<file path="src/hdl/tprm_pkg.sv">
// Shared types and helpers for the touchpad to relative mouse block.
// Holds the scan and report beat structs and the delta scaling function.
// No dependencies.
`default_nettype none

package tprm_pkg;

    localparam int PosWidth   = 16;
    localparam int DeltaWidth = PosWidth + 1;
    localparam int MoveWidth  = 8;
    localparam int DeltaLimit = 127;

    typedef struct packed {
        logic [PosWidth-1:0] pos_x;
        logic [PosWidth-1:0] pos_y;
        logic                contact;
        logic                pad_pressed;
        logic                click_key;
        logic                ctrl_key;
        logic                shift_key;
    } scan_t;

    typedef struct packed {
        logic                        left_button;
        logic signed [MoveWidth-1:0] move_x;
        logic signed [MoveWidth-1:0] move_y;
    } report_t;

    // Halve with truncation toward zero, then saturate to +/-DeltaLimit.
    function automatic logic signed [MoveWidth-1:0] halve_clamp(
        input logic signed [DeltaWidth-1:0] d
    );
        logic signed [DeltaWidth-1:0] rounded;
        logic signed [DeltaWidth-1:0] half;
        rounded = d + DeltaWidth'(d[DeltaWidth-1]);
        half    = rounded >>> 1;
        if (half > DeltaWidth'(DeltaLimit))
            halve_clamp = MoveWidth'(DeltaLimit);
        else if (half < -DeltaWidth'(DeltaLimit))
            halve_clamp = -MoveWidth'(DeltaLimit);
        else
            halve_clamp = half[MoveWidth-1:0];
    endfunction

endpackage

`default_nettype wire

</file>
<file path="src/hdl/touchpad_to_relative_mouse.sv">
// A scan's report enters the report register as it advances. Throughput: one scan
// beat per cycle unless a report waits untaken; a scan matching the last sent
// report produces no beat. The report register decouples the two channels.
// Reset (rst_n, async, low): position history cleared, vertical flip on,
// last sent report zero, both channels empty.
// Top level: input register, tprm_motion, report register. Uses tprm_pkg.
`default_nettype none

module touchpad_to_relative_mouse (
    input  wire logic              clk,
    input  wire logic              rst_n,
    input  wire logic              scan_valid,
    output logic                   scan_ready,
    input  wire tprm_pkg::scan_t   scan,
    output logic                   report_valid,
    input  wire logic              report_ready,
    output tprm_pkg::report_t      report
);

    logic              scan_valid_reg;
    tprm_pkg::scan_t   scan_reg;
    logic              report_valid_reg;
    tprm_pkg::report_t report_reg;

    tprm_pkg::report_t next_report;
    logic              emit;
    logic              advance;

    // advance when the result has somewhere to go, or there is no result
    assign advance    = scan_valid_reg & (~report_valid_reg | report_ready | ~emit);
    assign scan_ready = ~scan_valid_reg | advance;

    tprm_motion u_motion (
        .clk     (clk),
        .rst_n   (rst_n),
        .advance (advance),
        .scan    (scan_reg),
        .report  (next_report),
        .emit    (emit)
    );

    always_ff @(posedge clk or negedge rst_n)
    begin
        if (!rst_n)
        begin
            scan_valid_reg <= 1'b0;
        end
        else if (scan_ready)
        begin
            scan_valid_reg <= scan_valid;
        end
    end

    always_ff @(posedge clk)
    begin
        if (scan_ready && scan_valid)
        begin
            scan_reg <= scan;
        end
    end

    always_ff @(posedge clk or negedge rst_n)
    begin
        if (!rst_n)
        begin
            report_valid_reg <= 1'b0;
        end
        else if (advance && emit)
        begin
            report_valid_reg <= 1'b1;
        end
        else if (report_ready)
        begin
            report_valid_reg <= 1'b0;
        end
    end

    always_ff @(posedge clk)
    begin
        if (advance && emit)
        begin
            report_reg <= next_report;
        end
    end

    assign report_valid = report_valid_reg;
    assign report       = report_reg;

`ifndef SYNTHESIS
    // an empty input register always takes a beat
    assert property (@(posedge clk) disable iff (!rst_n)
        !scan_valid_reg |-> scan_ready)
        else $error("input stage empty but not ready");
    // a held scan stays in place until it advances
    assert property (@(posedge clk) disable iff (!rst_n)
        scan_valid_reg && !advance |=> scan_valid_reg && $stable(scan_reg))
        else $error("held scan lost");
    // an emitted result lands in the report register
    assert property (@(posedge clk) disable iff (!rst_n)
        advance && emit |=> report_valid_reg && (report_reg == $past(next_report)))
        else $error("report not loaded");
    // never overwrite a report that was not taken
    assert property (@(posedge clk) disable iff (!rst_n)
        report_valid_reg && !report_ready |-> !(advance && emit))
        else $error("report overwritten");
`endif

endmodule

`default_nettype wire

</file>
<file path="src/hdl/tprm_motion.sv">
// Motion tracker: holds the previous position, flip and sent-report state,
// and forms the report for the scan in the input register. Uses tprm_pkg.
`default_nettype none

module tprm_motion (
    input  wire logic            clk,
    input  wire logic            rst_n,
    input  wire logic            advance,
    input  wire tprm_pkg::scan_t scan,
    output tprm_pkg::report_t    report,
    output logic                 emit
);

    logic [tprm_pkg::PosWidth-1:0] last_x_reg;
    logic [tprm_pkg::PosWidth-1:0] last_y_reg;
    logic                          have_last_reg;
    logic                          flip_reg;
    logic                          combo_held_reg;
    tprm_pkg::report_t             sent_reg;

    logic                                    button;
    logic                                    combo;
    logic                                    flip_next;
    logic                                    moving;
    logic signed [tprm_pkg::DeltaWidth-1:0]  dx;
    logic signed [tprm_pkg::DeltaWidth-1:0]  dy;
    logic signed [tprm_pkg::DeltaWidth-1:0]  dy_dir;

    always_comb
    begin
        button    = scan.pad_pressed | scan.click_key;
        combo     = scan.ctrl_key & scan.shift_key & button;
        // toggle on the rising edge of the combo; the new setting applies now
        flip_next = flip_reg ^ (combo & ~combo_held_reg);
        moving    = scan.contact & have_last_reg;
        dx        = $signed({1'b0, scan.pos_x}) - $signed({1'b0, last_x_reg});
        dy        = $signed({1'b0, scan.pos_y}) - $signed({1'b0, last_y_reg});
        dy_dir    = flip_next ? -dy : dy;
        report.left_button = button;
        report.move_x = moving ? tprm_pkg::halve_clamp(dx) : '0;
        report.move_y = moving ? tprm_pkg::halve_clamp(dy_dir) : '0;
        emit = (report != sent_reg);
    end

    always_ff @(posedge clk or negedge rst_n)
    begin
        if (!rst_n)
        begin
            last_x_reg     <= '0;
            last_y_reg     <= '0;
            have_last_reg  <= 1'b0;
            flip_reg       <= 1'b1;
            combo_held_reg <= 1'b0;
            sent_reg       <= '0;
        end
        else if (advance)
        begin
            flip_reg       <= flip_next;
            combo_held_reg <= combo;
            have_last_reg  <= scan.contact;
            sent_reg       <= report;
            if (scan.contact)
            begin
                last_x_reg <= scan.pos_x;
                last_y_reg <= scan.pos_y;
            end
        end
    end

`ifndef SYNTHESIS
    // a move never takes the unbalanced code
    assert property (@(posedge clk) disable iff (!rst_n)
        emit |-> (report.move_x != -8'sd128) && (report.move_y != -8'sd128))
        else $error("move out of range");
    // no contact means no movement
    assert property (@(posedge clk) disable iff (!rst_n)
        !scan.contact |-> (report.move_x == '0) && (report.move_y == '0))
        else $error("movement without contact");
    // after a scan advances, its report becomes the last sent, so it is not emitted again
    assert property (@(posedge clk) disable iff (!rst_n)
        advance |=> (sent_reg == $past(report)))
        else $error("sent report not tracked");
`endif

endmodule

`default_nettype wire
</file>
<file path="config.mk">
export PLATFORM = sky130hd
export DESIGN_NAME = touchpad_to_relative_mouse
export DESIGN_NICKNAME = d
export VERILOG_FILES = /design/src/hdl/tprm_pkg.sv /design/src/hdl/touchpad_to_relative_mouse.sv /design/src/hdl/tprm_motion.sv
export SDC_FILE = /design/constraint.sdc
export NUM_CORES = 1
export LEC_CHECK = 0
export ABC_AREA = 1
export BUFFER_PORTS_ARGS = -buffer_cell sky130_fd_sc_hd__buf_4
export CORE_UTILIZATION = 50
export DETAILED_ROUTE_END_ITERATION = 7
export PLACE_DENSITY = 0.77
export RECOVER_POWER = 50
export SLEW_MARGIN = 30
export SYNTH_ARGS = -nofsm -noshare
export SYNTH_HDL_FRONTEND = slang
export SYNTH_SLANG_ARGS = --single-unit
</file>
<file path="constraint.sdc">
create_clock -name clk -period 13.88 [get_ports clk]
set_input_delay 2.082 -clock clk [delete_from_list [all_inputs] [get_ports clk]]
set_output_delay 2.082 -clock clk [all_outputs]
set_load 0.005 [all_outputs]
</file>
-- Word-level counts from Yosys, hierarchy flattened
Cells that the tools add are included.
- input bits: 41
- register bits: 108
- $add $sub $neg: 5
- magnitude comparators: 4
- multiplexer cells: 9
- reductions and logical operators: 4
- bitwise logic cells: 14
- equality and inequality tests: 1
- operators by type and width (cell ; count):
    two-way mux 8 bit ; 6
    adder 17 x 1 -> 17 bit ; 2
    subtractor 16 x 16 -> 17 bit ; 2
    > comparator 16 x 8 -> 1 bit, second input constant ; 2
    < comparator 16 x 8 -> 1 bit, second input constant ; 2
    two-way mux 17 bit ; 1
    != test 17 bit ; 1
    negator 17 bit ; 1
    bitwise AND 1 bit ; 5
    NOT 1 bit ; 4
    OR 1 bit ; 4
    logical AND 1 bit ; 2
    two-way mux 1 bit ; 2
    AND reduction 2 bit ; 1
    nonzero test 2 bit ; 1
    XOR 1 bit ; 1

-- Logic depth before layout (Yosys ltp)
Gate-level depths: netlist (run 1).
- word-level depth: 16
- gate-level depth with buffers: 46

-- Cells and area by module
Synthesis (run 1) repeated with hierarchy kept, for this count alone.
- cell total of the unflattened synthesis: 1105
- area, all modules: 7921.3 um2
- modules (own cells, without submodules) (module ; cells each ; sequential area each (um2) ; area an instance (um2) ; times used):
    tprm_motion ; 1036 ; 1302.5 ; 6189.7 ; 1
    touchpad_to_relative_mouse ; 69 ; 1671.6 ; 1731.7 ; 1

-- Least setup slack after synthesis (run 1)
No wires, ideal clock.
- path kind: register to output
- start point: register scan_reg[5] (netlist name)
- end point: output scan_ready
- buffers on the path: 0
- stages on the path, launching flop included: 40
- path slack: 7674 ps
- arrival time: 4124 ps
- cells stage by stage: edfxtp_1 -> inv_1 -> ha_1 -> fa_1 -> ha_1 -> inv_1 -> a21oi_1 -> nand3_1 -> nor2_1 -> nand2_1 -> nand2_2 -> nand2_2 -> nor2_2 -> nand3_1 -> nand2_2 -> nand2_1 -> inv_2 -> ha_1 -> (+4 left out) -> nand3_1 -> nand2_1 -> nand2_1 -> nor2_1 -> nand3_1 -> nor2_1 -> nand2_1 -> nand2_2 -> nand2_1 -> nand2_1 -> nand2_2 -> nand2_1 -> nand2_1 -> clkinv_1 -> nand2_1 -> nor2_2 -> nand3_2 -> nand3_1
- cells in the longest elaborated chain, start to end: 13
- ends and longest elaborated chain (what ; RTL line ; source):
    start: declaration ; touchpad_to_relative_mouse.sv:21 ; tprm_pkg::scan_t scan_reg;
    start signal: assignment ; touchpad_to_relative_mouse.sv:58 ; scan_reg <= scan;
    subtractor 16 x 16 -> 17 bit (*) ; tprm_motion.sv:37 ; dy = $signed({1'b0, scan.pos_y}) - $signed({1'b0, last_y_reg});
    negator 17 bit ; tprm_motion.sv:38 ; dy_dir = flip_next ? -dy : dy;
    two-way mux 17 bit (*) ; tprm_motion.sv:38 ;
    adder 17 x 1 -> 17 bit (*) ; tprm_pkg.sv:35 ; rounded = d + DeltaWidth'(d[DeltaWidth-1]);
    < comparator 16 x 8 -> 1 bit ; tprm_pkg.sv:39 ; else if (half < -DeltaWidth'(DeltaLimit))
    two-way mux 8 bit ; tprm_pkg.sv:39 ;
    two-way mux 8 bit (*) ; tprm_pkg.sv:37 ; if (half > DeltaWidth'(DeltaLimit))
    two-way mux 8 bit (*) ; tprm_motion.sv:41 ; report.move_y = moving ? tprm_pkg::halve_clamp(dy_dir) : '0;
    != test 17 bit (*) ; tprm_motion.sv:42 ; emit = (report != sent_reg);
    NOT 1 bit (*) ; touchpad_to_relative_mouse.sv:30 ; assign advance = scan_valid_reg & (~report_valid_reg | report_ready | ~emit);
    OR 1 bit (*) ; touchpad_to_relative_mouse.sv:30 ;
    bitwise AND 1 bit (*) ; touchpad_to_relative_mouse.sv:30 ;
    OR 1 bit (*) ; touchpad_to_relative_mouse.sv:31 ; assign scan_ready = ~scan_valid_reg | advance;
    end: declaration ; touchpad_to_relative_mouse.sv:13 ; output logic scan_ready,
Every way passes the cells marked *; elsewhere a longest branch is shown, timed or not.

-- Worst setup path after layout (run 1)
Ends and elaborated chain as after synthesis.

==> run summary, run 1 <==
status -> finished, violations left
failing checks -> max-capacitance violations, max-slew violations
CP peak stage delay -> 0.54 ns
Largest register FFs -> 37
diode count -> 0
final core occ -> 56.9%
Synth area leader -> edfxtp_1
DR vias -> 7415
CTS buffer count -> 9
Worst Setup SP -> scan_reg[5]
root buffer cell -> clkbuf_16
Worst-Skew Late Latency -> 0.36 ns
final non-filler cell total -> 1449
clk sinks -> 108
initial DRC count -> 559
Top FF cell, synth -> edfxtp_1
DRT antenna net count -> 0
Cell Rows -> 46
cell repeated most along the worst path -> nand2_1
overall routing resource usage -> 21.7%
Hold Crit Class -> flip-flop to flip-flop
Buf/Inv on CP -> 4
skew final -> 0.0121 ns
synth warn -> 0
FFs w/ async S/R, synth -> 50.0%
WHS Path Cells -> 2
post-CTS resize count -> 0
Reg2Reg Depth -> 40
Hold Vio Cnt, Final -> 0
WP data required -> 11.80 ns
Tightest Pin Transition -> 3.09 ns
Pleak -> 4.78 nW
reg2reg setup slack -> 7.94 ns
Floorplan Core Area -> 16000 um^2
unrepaired setup endpoints after global routing -> false
Arr. time, crit path -> 5.33 ns
CTS tree -> done
minimum clock period after layout -> 7.42 ns
# H-tree levels -> 3
DP HPWL -> 13.5 mm
crit end category -> output port
final WL -> 17.7 mm
Starting Density -> 51.6%
io pins -> 60
hold worst-path end -> u_motion.last_x_reg[5]
Via density -> 5.12
Slowest cell on crit path -> fa_1
largest net degree at the start of global routing -> 55
WHS -> 0.472 ns
vias in the first global route -> 6497
area share of the largest cell type after synthesis -> 19.6%
count leader, synth -> nand2_1
grt total ovfl -> 0
Final Max Slew Viols -> 55
first-pass GRT wire length -> 29.6 mm
Critical Path Start Type -> flip-flop
maximum achievable frequency -> 0.135 GHz
final net count -> 1307
slew margin rel. -> -106%
Max IR drop VDD -> 128 uV
Die X -> 131 um
Worst Setup Path Type -> flip-flop to output port
number of max-cap violations -> 1
cell area after synthesis -> 8260 um^2
Post-Route Setup TNS -> 0 ns
hold_buf cts -> 0
routability congestion estimate -> 0.908
initial antenna violation count -> 0
worst-path fanout max -> 7
hold_sp -> u_motion.last_x_reg[5]
CTS max path bufs -> 2
crit share post-route -> 53.4%
syn nets -> 1256
sequential area share after synthesis -> 36.0%
final setup fails -> 0
Post-synth EDFFs -> 54
area delta synth->final -> 10.2%
Die Height -> 131 um
Port Buf Inserts -> 59
Synth cell types -> 43
Avg Cell Area, Syn -> 7.02 um^2
power per cell area -> 257 nW/um^2
Post-Place Cells -> 1433
clk slew on worst S/H paths -> 0.08 ns
top post-synthesis cells by area -> edfxtp_1 20%, nand2_1 19%, dfrtp_1 16%
delay-heaviest family, CP -> simple AND/OR/NAND/NOR gates
reg2reg start -> scan_reg[5]
synthesized flop and latch total -> 108
drt drc -> 0
commonest cells in the netlist -> 424 x nand2_1, 174 x inv_1, 91 x nand3_1, 73 x nor2_1, 59 x nand4_1
Routed WL per cell -> 12.2 um
Syn Inst Count -> 1177
reg-to-reg endpoint -> u_motion.last_y_reg[15]
die area -> 17000 um^2
postcts setup bufs -> 0
share of cells above drive strength 1 -> 12.4%
drt pass-1 iters -> 6
## tightest hold or removal path, delay by kind of cell (launching register included)
family / cells / cell delay, ns
flip-flops: 1 / 0.34
AND/OR/NAND/NOR: 2 / 0.10
## area by class of cell
type	count	area, um^2
clock buffers	10	229
inverters	189	709
repair buffers	62	439
well taps	216	270
multi-input cells	858	4400
flip-flops and latches	108	2970
fillers	1596	6900
clock inverters	6	80.1
## cell usage in the layout (no fill, tap or decap), drive strengths merged
| master | netlist | final |
|---|---|---|
| nand3 | 99 | 99 |
| or2 | 1 | 1 |
| o21a | 1 | 1 |
| nor4 | 2 | 2 |
| a21oi | 26 | 26 |
| ha | 36 | 36 |
| nor3 | 10 | 10 |
| a31oi | 1 | 1 |
| bufinv | 0 | 1 |
| buf | 17 | 6 |
| inv | 187 | 190 |
| and3 | 1 | 1 |
| clkbuf | 5 | 66 |
| xor2 | 19 | 19 |
| clkinv | 2 | 3 |
| and2 | 2 | 2 |
| dfrtp | 53 | 53 |
| o21ai | 34 | 34 |
| nand3b | 11 | 11 |
| xnor2 | 4 | 4 |
| fa | 2 | 2 |
| o211ai | 2 | 2 |
| nor2 | 90 | 90 |
| nand4 | 59 | 59 |
| a21o | 6 | 6 |
| clkinvlp | 0 | 1 |
| dfstp | 1 | 1 |
| nand2 | 450 | 450 |
| edfxtp | 54 | 54 |
| o21bai | 2 | 2 |
## report_power, final
| part | switching (W) | internal (W) | total (W) |
|---|---|---|---|
| registers | 0.0000526 | 0.000450 | 0.000502 |
| clock network | 0.000127 | 0.000144 | 0.000272 |
| logic | 0.00105 | 0.000507 | 0.00156 |
## worst max-delay path by stage
stage          slack (ns)    endpoint  cells past startpoint
2_1_floorplan        7.67  scan_ready                     39
3_3_place_gp         7.05  scan_ready                     39
3_5_place_dp         6.93  scan_ready                     39
4_1_cts              6.52  scan_ready                     40
5_1_grt              5.97  scan_ready                     38
6_report             6.46  scan_ready                     38
## per-layer routing
layer  share of wire [%]  global-route usage [%]  wire, um  up-vias
met4                0.88                    4.33       155        0
met5                   0                       0         0        -
li1                    -                       -         -     3873
met2                  44                    34.7      7790      209
met3                 5.1                    3.18       898       20
met1                  50                    31.5      8810     3313
## through the flow
stage,worst slack [ns],power [W],area (um^2)
2_1_floorplan,7.67,0.00175,8260
3_3_place_gp,7.05,0.00203,8830
3_5_place_dp,6.93,0.00206,8830
4_1_cts,6.52,0.00234,9140
5_1_grt,5.97,0.00258,9100
6_report,6.46,0.00233,9100
## logic make-up after synthesis
| group | after synthesis | synth area share (%) |
|---|---|---|
| xor+xnor | 23 | 2.44 |
| flops | 108 | 36.0 |
| compound gates | 72 | 5.62 |
| fa+ha+maj | 38 | 5.94 |
| simple gates | 725 | 39.4 |
| buf+inv | 211 | 10.6 |
Note: power is estimated with default switching activity, not from simulation.
==> run 2, diff against run 1 <==
- ABC_AREA: 1 -> 0
- clock period: 13.88 -> 7.3 ns (I/O delays scaled with it)
==> run 2 against run 1 <==
Net effect:
- the run still ends with max-capacitance violations, max-slew violations left
- wire length increased by 10%
- global-route usage is 0.31 points higher
- final area rose by 8.2%
- register-to-register slack got worse by 7.3 ns
- clock-buffer cell count is 2 higher
- critical path depth fell by 14
- sequential cell count stayed put
- via count decreased by 4.0%
- cell count fell by 18%
- critical endpoint unchanged
- largest cell class unchanged
==> run summary, run 2 <==
status -> finished, violations left (unchanged)
failing checks -> max-capacitance violations, max-slew violations (unchanged)
DP HPWL -> 14.2 mm (was 13.5 mm)
drt drc -> 0 (unchanged)
commonest cells in the netlist -> 66 x nor2_1, 61 x nand2_1, 57 x inv_1, 54 x edfxtp_1, 53 x dfrtp_1 (was 424 x nand2_1, 174 x inv_1, 91 x nand3_1, 73 x nor2_1, 59 x nand4_1)
synthesized flop and latch total -> 108 (unchanged)
layout filler cell count -> 1375 (was 1596)
cell area after synthesis -> 8550 um^2 (was 8260 um^2)
Post-Place Cells -> 1159 (was 1433)
DR top layer -> met4 (unchanged)
Worst-Skew Late Latency -> 0.37 ns (was 0.36 ns)
Avg Cell Area, Syn -> 9.63 um^2 (was 7.02 um^2)
Cell Rows -> 47 (was 46)
crit end category -> output port (unchanged)
syn nets -> 967 (was 1256)
area share of the largest cell type after synthesis -> 19.0% (was 19.6%)
root buffer cell -> clkbuf_16 (unchanged)
Tightest Pin Transition -> 3.16 ns (was 3.09 ns)
Sequential cell area -> 2970 um^2 (unchanged)
io pins -> 60 (unchanged)
Top FF cell, synth -> edfxtp_1 (unchanged)
maximum achievable frequency -> 0.139 GHz
die area -> 17600 um^2 (was 17000 um^2)
final non-filler cell total -> 1187 (was 1449)
Syn Inst Count -> 888 (was 1177)
FFs w/ async S/R, synth -> 50.0% (unchanged)
Largest register FFs -> 37 (unchanged)
Critical Path Start Type -> flip-flop (unchanged)
multi-input logic area -> 5370 um^2 (was 4400 um^2)
Post-synth EDFFs -> 54 (unchanged)
WL met1 -> 9.45 mm (was 8.81 mm)
final setup fails -> 0 (unchanged)
Via density -> 6.00 (was 5.12)
DRT antenna net count -> 0 (unchanged)
CTS buffer count -> 9 (unchanged)
drt pass-1 iters -> 5 (was 6)
# H-tree levels -> 3 (unchanged)
routed wl met2 -> 8.92 mm (was 7.79 mm)
share of cells above drive strength 1 -> 23.1% (was 12.4%)
final net count -> 1041 (was 1307)
routability congestion estimate -> 0.896 (was 0.908)
DR vias -> 7119 (was 7415)
diode count -> 0 (unchanged)
overall routing resource usage -> 22.1% (was 21.7%)
initial antenna violation count -> 0 (unchanged)
clk sinks -> 108 (unchanged)
initial DRC count -> 587 (was 559)
Hold Crit Class -> flip-flop to flip-flop (unchanged)
Synth area leader -> edfxtp_1 (unchanged)
first-pass GRT wire length -> 31.5 mm (was 29.6 mm)
crit share post-route -> 98.6%
WL met3 -> 827 um (was 898 um)
leading cell type in the layout, fill and taps excluded -> nor2_1 (was nand2_1)
Die X -> 133 um (was 131 um)
Arr. time, crit path -> 6.10 ns (was 5.33 ns)
worst-path fanout max -> 5 (was 7)
Final Max Slew Viols -> 55 (unchanged)
slew margin rel. -> -111% (was -106%)
CTS tree -> done (unchanged)
vias in the first global route -> 6494 (was 6497)
sequential area share after synthesis -> 34.8% (was 36.0%)
top post-synthesis cells by area -> edfxtp_1 19%, dfrtp_1 16%, ha_1 5.3% (was edfxtp_1 20%, nand2_1 19%, dfrtp_1 16%)
clk slew on worst S/H paths -> 0.07 ns (was 0.08 ns)
final WL -> 19.5 mm (was 17.7 mm)
area delta synth->final -> 15.1% (was 10.2%)
Hold Vio Cnt, Final -> 0 (unchanged)
Synth cell types -> 103 (was 43)
minimum clock period after layout -> 7.20 ns
most frequent cells in the layout -> 66 x nor2_1, 61 x nand2_1, 56 x inv_1, 54 x clkbuf_4, 54 x edfxtp_1 (was 425 x nand2_1, 174 x inv_1, 92 x nand3_1, 75 x nor2_1, 59 x nand4_1)
Starting Density -> 51.4% (was 51.6%)
hold_sp -> u_motion.flip_reg (was u_motion.last_x_reg[5])
final core occ -> 59.2% (was 56.9%)
skew final -> 0.0111 ns (was 0.0121 ns)
Floorplan Core Area -> 16600 um^2 (was 16000 um^2)
Worst Setup SP -> u_motion.last_y_reg[0] (was scan_reg[5])
unrepaired setup endpoints after global routing -> true (was false)
Worst Setup Path Type -> flip-flop to output port (unchanged)
Port Buf Inserts -> 59 (unchanged)
Routed WL per cell -> 16.4 um (was 12.2 um)
CTS max path bufs -> 2 (unchanged)
largest net degree at the start of global routing -> 55 (unchanged)
Post-Route Setup TNS -> 0 ns (unchanged)
grt total ovfl -> 0 (unchanged)
number of max-cap violations -> 1 (unchanged)
count leader, synth -> nor2_1 (was nand2_1)
synth warn -> 0 (unchanged)
WHS -> 0.503 ns (was 0.472 ns)
Die Height -> 133 um (was 131 um)
WP data required -> 6.20 ns (was 11.80 ns)
reg2reg start -> u_motion.last_y_reg[0] (was scan_reg[5])
[run 2: cell types whose count changed after synthesis, sizes merged, moves of 33 or more]
| cell | delta |
|---|---|
| inv | -130 |
| nand4 | -49 |
| xnor2 | +33 |
| nand3 | -75 |
| mux2 | +49 |
| nand2 | -388 |
[run 2: worst paths after layout]
| path | slack [ns] | depth (start not counted) | to |
|---|---|---|---|
| setup / recovery | 0.10 | 24 | scan_ready |
| hold reg to reg | 0.50 | 1 | u_motion.flip_reg |
| setup reg to reg | 0.64 | 26 | u_motion.last_y_reg[15] |
| min in group asynchronous | 1.77 | 1 | u_motion.sent_reg[10] |
| hold / removal | 0.50 | 1 | u_motion.flip_reg |
| max in group asynchronous | 3.74 | 1 | u_motion.last_y_reg[10] |
[run 2: area by class of cell]
type	count	area share, %
multi-input cells	694	54.6
flip-flops and latches	108	30.2
repair buffers	92	7.23
well taps	220	2.80
clock buffers	12	2.61
inverters	57	2.17
clock inverters	4	0.407
[run 2: routing by layer]
| metal | vias to the layer above | GRT usage (%) |
|---|---|---|
| met3 | 18 | 3.37 |
| met4 | 0 | 6.51 |
| met2 | 209 | 34.5 |
| met1 | 3418 | 31.4 |
| met5 | - | 0 |
| li1 | 3474 | - |
[run 2: critical path, cell delays in order (launching register included)]
cell and delay, ns:
dfrtp_1 0.42, ha_4 0.18, fa_2 0.61, ha_4 0.15, nand2_2 0.05, or4_4 0.45, o22ai_4 0.12, and2_4 0.17
and4_4 0.25, a31oi_4 0.10, xnor2_2 0.17, nor2_1 0.12, ha_2 0.23, and2_4 0.17, and4bb_2 0.26, o21ai_2 0.11
nor4_4 0.35, xnor2_1 0.23, o2111ai_2 0.21, or4_1 0.52, o211ai_1 0.11, nand4_1 0.13, or3b_4 0.41, nand3_2 0.11
buf_6 0.10
[run 2: cell families (layout without fill, tap and decap cells)]
| logic type | Yosys count | after routing | synth area share (%) |
|---|---|---|---|
| muxes | 59 | 59 | 8.85 |
| DFF | 108 | 108 | 34.8 |
| and+or+nand+nor | 284 | 284 | 18.2 |
| buffers and inverters | 86 | 165 | 4.64 |
| AOI/OAI and AO/OA | 246 | 246 | 20.7 |
| adders and majority gates | 38 | 38 | 5.73 |
| xor gates and xnor gates | 67 | 67 | 7.12 |
[run 2: metrics by stage]
stage,area (um^2),setup WS (ns)
after floorplan,8560,0.156
after global placement,9270,0.177
after detailed placement,9270,-0.0103
after CTS,9670,0.00856
after global routing,9850,-0.133
final,9850,0.104
[run 2: what timing repair did]
action | CTS | global route
hold endpoints to repair | 0 | 0
hold buffers | 0 | 0
setup endpoints to repair | 1 | 1
buffers inserted | 7 | 5
resized for setup | 12 | 30
pin swaps | 10 | 18
gates cloned | 0 | 0
Power of run 2 is left out: the tool's default activity adds up to more than one toggle a clock period on the data nets, which glitch-free logic cannot reach.
